--- src/design/slsd_pkg.sv ---
`timescale 1ns / 1ps

package slsd_pkg;

    localparam logic [1:0] ST_PAYLOAD = 2'd0;
    localparam logic [1:0] ST_GOOD    = 2'd1;
    localparam logic [1:0] ST_BAD     = 2'd2;

    localparam logic [7:0] SYNC_RESET = 8'hAA;

    typedef struct packed {
        logic [1:0] status;
        logic [7:0] command;
        logic [7:0] payload_length;
        logic [7:0] byte_index;
        logic [7:0] payload_byte;
        logic       packet_end;
    } t_result;

endpackage

--- src/design/slsd_step.sv ---
`timescale 1ns / 1ps

module slsd_step (
    input  logic               i_clk,
    input  logic               i_rst_n,
    input  logic               i_fire,
    input  logic [7:0]         i_byte,
    input  logic [7:0]         i_sync_byte,
    output logic               o_res_valid,
    output slsd_pkg::t_result  o_res
);
    import slsd_pkg::*;

    localparam logic [2:0] PH_HUNT    = 3'd0;
    localparam logic [2:0] PH_COMMAND = 3'd1;
    localparam logic [2:0] PH_LENGTH  = 3'd2;
    localparam logic [2:0] PH_DATA    = 3'd3;
    localparam logic [2:0] PH_CHECK   = 3'd4;

    logic [2:0] r_phase,         n_phase;
    logic [7:0] r_held_command,  n_held_command;
    logic [7:0] r_held_length,   n_held_length;
    logic [7:0] r_payload_count, n_payload_count;
    logic [7:0] r_running_sum,   n_running_sum;
    logic [7:0] w_sum_add;
    logic [7:0] w_count_inc;

    assign w_sum_add   = r_running_sum + i_byte;
    assign w_count_inc = r_payload_count + 8'd1;

    always_comb begin
        n_phase         = r_phase;
        n_held_command  = r_held_command;
        n_held_length   = r_held_length;
        n_payload_count = r_payload_count;
        n_running_sum   = r_running_sum;
        o_res_valid     = 1'b0;
        o_res.status         = ST_PAYLOAD;
        o_res.command        = r_held_command;
        o_res.payload_length = r_held_length;
        o_res.byte_index     = 8'd0;
        o_res.payload_byte   = 8'd0;
        o_res.packet_end     = 1'b0;
        unique case (r_phase)
            PH_COMMAND: begin
                n_held_command = i_byte;
                n_running_sum  = i_byte;
                n_phase        = PH_LENGTH;
            end
            PH_LENGTH: begin
                n_held_length   = i_byte;
                n_running_sum   = w_sum_add;
                n_payload_count = 8'd0;
                n_phase         = (i_byte != 8'd0) ? PH_DATA : PH_CHECK;
            end
            PH_DATA: begin
                n_running_sum   = w_sum_add;
                n_payload_count = w_count_inc;
                // count stays below length here, so the increment cannot wrap
                if (w_count_inc >= r_held_length) begin
                    n_phase = PH_CHECK;
                end
                o_res_valid        = 1'b1;
                o_res.byte_index   = r_payload_count;
                o_res.payload_byte = i_byte;
            end
            PH_CHECK: begin
                o_res_valid      = 1'b1;
                o_res.status     = (r_running_sum == i_byte) ? ST_GOOD : ST_BAD;
                o_res.packet_end = 1'b1;
                n_phase          = PH_HUNT;
            end
            default: begin
                n_phase = (i_byte == i_sync_byte) ? PH_COMMAND : PH_HUNT;
            end
        endcase
        if (!i_fire) begin
            o_res_valid = 1'b0;
        end
    end

    always_ff @(posedge i_clk) begin
        if (!i_rst_n) begin
            r_phase         <= PH_HUNT;
            r_held_command  <= 8'd0;
            r_held_length   <= 8'd0;
            r_payload_count <= 8'd0;
            r_running_sum   <= 8'd0;
        end else if (i_fire) begin
            r_phase         <= n_phase;
            r_held_command  <= n_held_command;
            r_held_length   <= n_held_length;
            r_payload_count <= n_payload_count;
            r_running_sum   <= n_running_sum;
        end
    end

endmodule

--- src/design/sync_length_sum_deframer.sv ---
`timescale 1ns / 1ps

// Packet deframer for a serial byte stream: sync byte, command, length, payload,
// then an 8-bit wrapping-sum check byte. Every payload byte comes out as its own
// result with its index; the check byte gives one verdict result (good or
// checksum error, packet_end set). One byte is taken per cycle while o_in_stall is
// low; each byte is held in the input register and its result in the output
// register. The state update is combinational 8-bit adds and compares between
// the two registers. o_in_stall rises only when the output register is full and
// stalled.
module sync_length_sum_deframer (
    input  logic       i_clk,
    input  logic       i_rst_n,
    input  logic       i_cfg_we,
    input  logic [7:0] i_cfg_data,
    input  logic       i_in_valid,
    output logic       o_in_stall,
    input  logic [7:0] i_rx_byte,
    output logic       o_out_valid,
    input  logic       i_out_stall,
    output logic [1:0] o_status,
    output logic [7:0] o_command,
    output logic [7:0] o_payload_length,
    output logic [7:0] o_byte_index,
    output logic [7:0] o_payload_byte,
    output logic       o_packet_end
);
    import slsd_pkg::*;

    logic [7:0] r_sync;
    logic       r_in_valid;
    logic [7:0] r_in_byte;
    logic       r_out_valid;
    t_result    r_out;
    logic       w_out_free;
    logic       w_fire;
    logic       w_res_valid;
    t_result    w_res;

    always_ff @(posedge i_clk) begin
        if (!i_rst_n) begin
            r_sync <= SYNC_RESET;
        end else if (i_cfg_we) begin
            r_sync <= i_cfg_data;
        end
    end

    assign w_out_free = !r_out_valid || !i_out_stall;
    assign w_fire     = r_in_valid && w_out_free;
    assign o_in_stall = r_in_valid && !w_out_free;

    always_ff @(posedge i_clk) begin
        if (!i_rst_n) begin
            r_in_valid <= 1'b0;
        end else if (!o_in_stall) begin
            r_in_valid <= i_in_valid;
        end
    end

    always_ff @(posedge i_clk) begin
        if (!o_in_stall && i_in_valid) begin
            r_in_byte <= i_rx_byte;
        end
    end

    slsd_step u_step (
        .i_clk       (i_clk),
        .i_rst_n     (i_rst_n),
        .i_fire      (w_fire),
        .i_byte      (r_in_byte),
        .i_sync_byte (r_sync),
        .o_res_valid (w_res_valid),
        .o_res       (w_res)
    );

    always_ff @(posedge i_clk) begin
        if (!i_rst_n) begin
            r_out_valid <= 1'b0;
        end else if (w_out_free) begin
            r_out_valid <= w_res_valid;
        end
    end

    always_ff @(posedge i_clk) begin
        if (w_out_free && w_res_valid) begin
            r_out <= w_res;
        end
    end

    assign o_out_valid      = r_out_valid;
    assign o_status         = r_out.status;
    assign o_command        = r_out.command;
    assign o_payload_length = r_out.payload_length;
    assign o_byte_index     = r_out.byte_index;
    assign o_payload_byte   = r_out.payload_byte;
    assign o_packet_end     = r_out.packet_end;

endmodule

--- config.mk ---
export PLATFORM = sky130hd
export DESIGN_NAME = sync_length_sum_deframer
export DESIGN_NICKNAME = d
export VERILOG_FILES = /design/src/design/slsd_pkg.sv /design/src/design/slsd_step.sv /design/src/design/sync_length_sum_deframer.sv
export SDC_FILE = /design/constraint.sdc
export NUM_CORES = 1
export LEC_CHECK = 0
export BUFFER_PORTS_ARGS = -buffer_cell sky130_fd_sc_hd__clkbuf_2
export CORE_ASPECT_RATIO = 1.2
export CORE_MARGIN = 4
export CORE_UTILIZATION = 47
export DETAILED_ROUTE_END_ITERATION = 8
export PLACE_DENSITY = 0.66
export SLEW_MARGIN = 20
export SYNTH_ARGS = -nofsm -noshare
export SYNTH_HDL_FRONTEND = slang
export SYNTH_SLANG_ARGS = --single-unit
--- constraint.sdc ---
create_clock -name i_clk -period 5.4 [get_ports i_clk]
set_clock_uncertainty 0.05 [all_clocks]
set_input_delay 0.54 -clock i_clk [delete_from_list [all_inputs] [get_ports i_clk]]
set_output_delay 0.54 -clock i_clk [all_outputs]
set_load 0.01 [all_outputs]
==> qor.json <==
{
  "status": {
    "status": "complete, no violations"
  },
  "clock_network": {
    "clk_transition_reported_paths_ns": 0.08,
    "cts-buffers-inserted": 9,
    "clk_latency_ns": 0.35,
    "tritoncts": "done",
    "clock_tree.buffer_depth": 2,
    "cts.sink_count": 88,
    "resized_cells_post_cts": 0,
    "h-tree-depth": 3,
    "cts_setup_buffers": 0,
    "cts_root_buf": "sky130_fd_sc_hd__clkbuf_8",
    "cts-hold-fix-buffers": 0
  },
  "yosys": {
    "avgSynthCellArea_sq_um": 10.8,
    "asr_flop_ratio_synth": 0,
    "postSynth.topFlopCell": "sky130_fd_sc_hd__dfxtp_1",
    "synth_area_leader_cell": "sky130_fd_sc_hd__edfxtp_1",
    "ys_warn_count": 0,
    "synthesis.instances": 360,
    "post_synth_main_area_contributors": "sky130_fd_sc_hd__edfxtp_1 33%, sky130_fd_sc_hd__dfxtp_1 23%, sky130_fd_sc_hd__ha_1 5.1%",
    "syn_nets": 398,
    "count_of_flip_flops_with_a_built_in_enable_after_synthesis": 43,
    "synth.top_cell.area_share": 0.331,
    "synth_top_cells_by_count": "49 x sky130_fd_sc_hd__nand2_1, 45 x sky130_fd_sc_hd__dfxtp_1, 43 x sky130_fd_sc_hd__edfxtp_1",
    "synth_sequential_area_ratio": 0.562,
    "mappedNetlistArea_sq_um": 3900,
    "ys_ff_latch": 88,
    "netlist-cell-type-count": 42,
    "yosys.cell_count.top_type": "sky130_fd_sc_hd__nand2_1"
  },
  "power_and_ir_drop": {
    "power.leakage_nw": 1.91,
    "post-layout-total-power_mw": 1.23,
    "power.density_nw_per_um2": 274,
    "power.ir.vdd_worst_mv": 0.151
  },
  "sta": {
    "layout_worst_path_cycle_share": 0.464,
    "fin_tns_setup_ns": 0,
    "setup_ws_ns": 2.89,
    "timing_worst_slew_pin_value_ns": 0.987,
    "finalHoldWorstSlack_ns": 0.310,
    "fmaxAchievable_mhz": 399,
    "rsz_0062_raised_after_global_routing": "false",
    "final.min_clock_period_ns": 2.51,
    "maxSlewHeadroom": 0.341,
    "report.final.slew_viol_count": 0,
    "timing_hold_violations_final": 0,
    "report.final.setup_viol": 0
  },
  "die": {
    "pin_count": 58,
    "fp-row-count": 36,
    "design.core.area_sq_um": 8110,
    "die_height_um": 108,
    "dieWidth_um": 91.2,
    "initial_util": 0.481,
    "design.die.area_sq_um": 9830
  },
  "routing": {
    "drt-total-wl_um": 8070,
    "detail-route-antenna-nets": 0,
    "route.detailed.vias_per_inst": 5.42,
    "drtPass1Iterations": 4,
    "route.detailed.drc": 0,
    "drt-wirelength-per-cell_um": 15.7,
    "detailedRoute.firstIterationViolations": 184,
    "routed-via-count": 2778
  },
  "flow_run": {
    "drv_cap": 0
  },
  "finish": {
    "flow.area_growth_from_synthesis_pct": 15.0,
    "number_of_diodes": 0,
    "final_layout_net_count": 451,
    "layout-drive-gt1-share": 0.194,
    "fillCellCount": 710
  },
  "worst_setup_path": {
    "timing.critical_path.required_ns": 5.60,
    "start_kind": "register",
    "r2r_slack_ns": 2.89,
    "critical_path_peak_fanout": 30,
    "crit_path_end_kind": "register",
    "critPathKind": "reg -> reg",
    "critPathArrivalTime_ns": 2.71
  },
  "placement": {
    "place.detailed.hpwl_um": 5560,
    "port_buffers": 57,
    "preCtsSetupSlack_ns": 2.90,
    "place.gp.congestion": 0.910
  },
  "worst_hold_path": {
    "holdCritPathClass": "in -> reg"
  },
  "global_route": {
    "via_count_of_the_first_global_routing_pass": 2778,
    "grt_start_max_net_pins": 36,
    "antenna_found_initial": 0,
    "grt_first_pass_wirelength_um": 13300,
    "globalRouteOverflowTotal": 0,
    "grt_util_all_layers": 0.174
  }
}
## worst paths after layout
check | from | end | depth (start not counted)
worst max-delay path | u_step.r_phase[0] | u_step.r_running_sum[2] | 4
worst min-delay path | i_rx_byte[4] | r_in_byte[4] | 1
worst max register to register | u_step.r_phase[0] | u_step.r_running_sum[2] | 4
worst min register to register | u_step.r_held_command[0] | o_command[0] | 0
## report_power, final
| part | internal [mW] | leakage, nW | switching, mW |
|---|---|---|---|
| registers | 0.702 | 0.831 | 0.0129 |
| logic | 0.0199 | 0.975 | 0.0215 |
| clock network | 0.241 | 0.107 | 0.230 |
## worst max-delay path, cell delays in order (launching register included)
cell,delay (ns)
sky130_fd_sc_hd__dfxtp_1,0.98
sky130_fd_sc_hd__nand3_1,0.67
sky130_fd_sc_hd__nand2_1,0.39
sky130_fd_sc_hd__nor2_1,0.07
sky130_fd_sc_hd__a311oi_1,0.24
## cells by family (layout without fill, tap and decap cells)
group | after synthesis | count (layout) | share of synthesized area
buffers and inverters | 30 | 88 | 0.0308
DFF | 88 | 88 | 0.562
and+or+nand+nor | 120 | 120 | 0.152
muxes | 11 | 11 | 0.0282
adders and majority gates | 17 | 17 | 0.0565
xor gates and xnor gates | 21 | 21 | 0.0472
AOI/OAI and AO/OA | 73 | 73 | 0.123
## cell type report
cell class              instances  area, sq um  share of cell area
inverters                      14         52.6              0.0117
well taps                      95          119              0.0265
repair buffers                 58          313              0.0698
multi-input cells             242         1600               0.357
clock buffers                  12          155              0.0346
clock inverters                 4         52.6              0.0117
flip-flops and latches         88         2190               0.489
## layout by cell type (no fill, tap or decap), types with 5 or more instances in the layout
cell type                  count
sky130_fd_sc_hd__inv_1        13
sky130_fd_sc_hd__nor2b_1      11
sky130_fd_sc_hd__mux2i_1      11
sky130_fd_sc_hd__dfxtp_1      45
sky130_fd_sc_hd__nor4_1        5
sky130_fd_sc_hd__a21boi_0     10
sky130_fd_sc_hd__edfxtp_1     43
sky130_fd_sc_hd__nand2_1      49
sky130_fd_sc_hd__ha_1         16
sky130_fd_sc_hd__and3_1       18
sky130_fd_sc_hd__nor2_1       19
sky130_fd_sc_hd__clkbuf_2     57
sky130_fd_sc_hd__clkbuf_8     11
sky130_fd_sc_hd__a21oi_1      24
sky130_fd_sc_hd__a22oi_1       8
sky130_fd_sc_hd__nand3_1       7
sky130_fd_sc_hd__xnor2_1       6
sky130_fd_sc_hd__o21ai_0      13
sky130_fd_sc_hd__xor2_1       15
## sequential cells by signal, summed over array words and instances, names as in the netlist, 2 cells and up
| name | flops |
|---|---|
| u_step.r_held_length | 8 |
| u_step.r_running_sum | 8 |
| o_command | 8 |
| r_in_byte | 8 |
| o_status | 2 |
| u_step.r_held_command | 8 |
| u_step.r_phase | 3 |
| u_step.r_payload_count | 8 |
| o_payload_length | 8 |
| r_sync | 8 |
| o_byte_index | 8 |
| o_payload_byte | 8 |
## stage by stage
step           std cells  cell area [sq um]  utilization
3_5_place_dp         496               4250        0.524
6_report             513               4480        0.553
4_1_cts              512               4460        0.550
3_3_place_gp         496               4250        0.524
2_1_floorplan        360               3900            -
5_1_grt              513               4480        0.553
## per-layer routing
metal  global-route usage  wire length [um]
met1                0.220              3530
met5                    0                 0
met3               0.0266               455
met4               0.0981               290
met2                0.286              3800
Power figures use the tool's default switching activity.
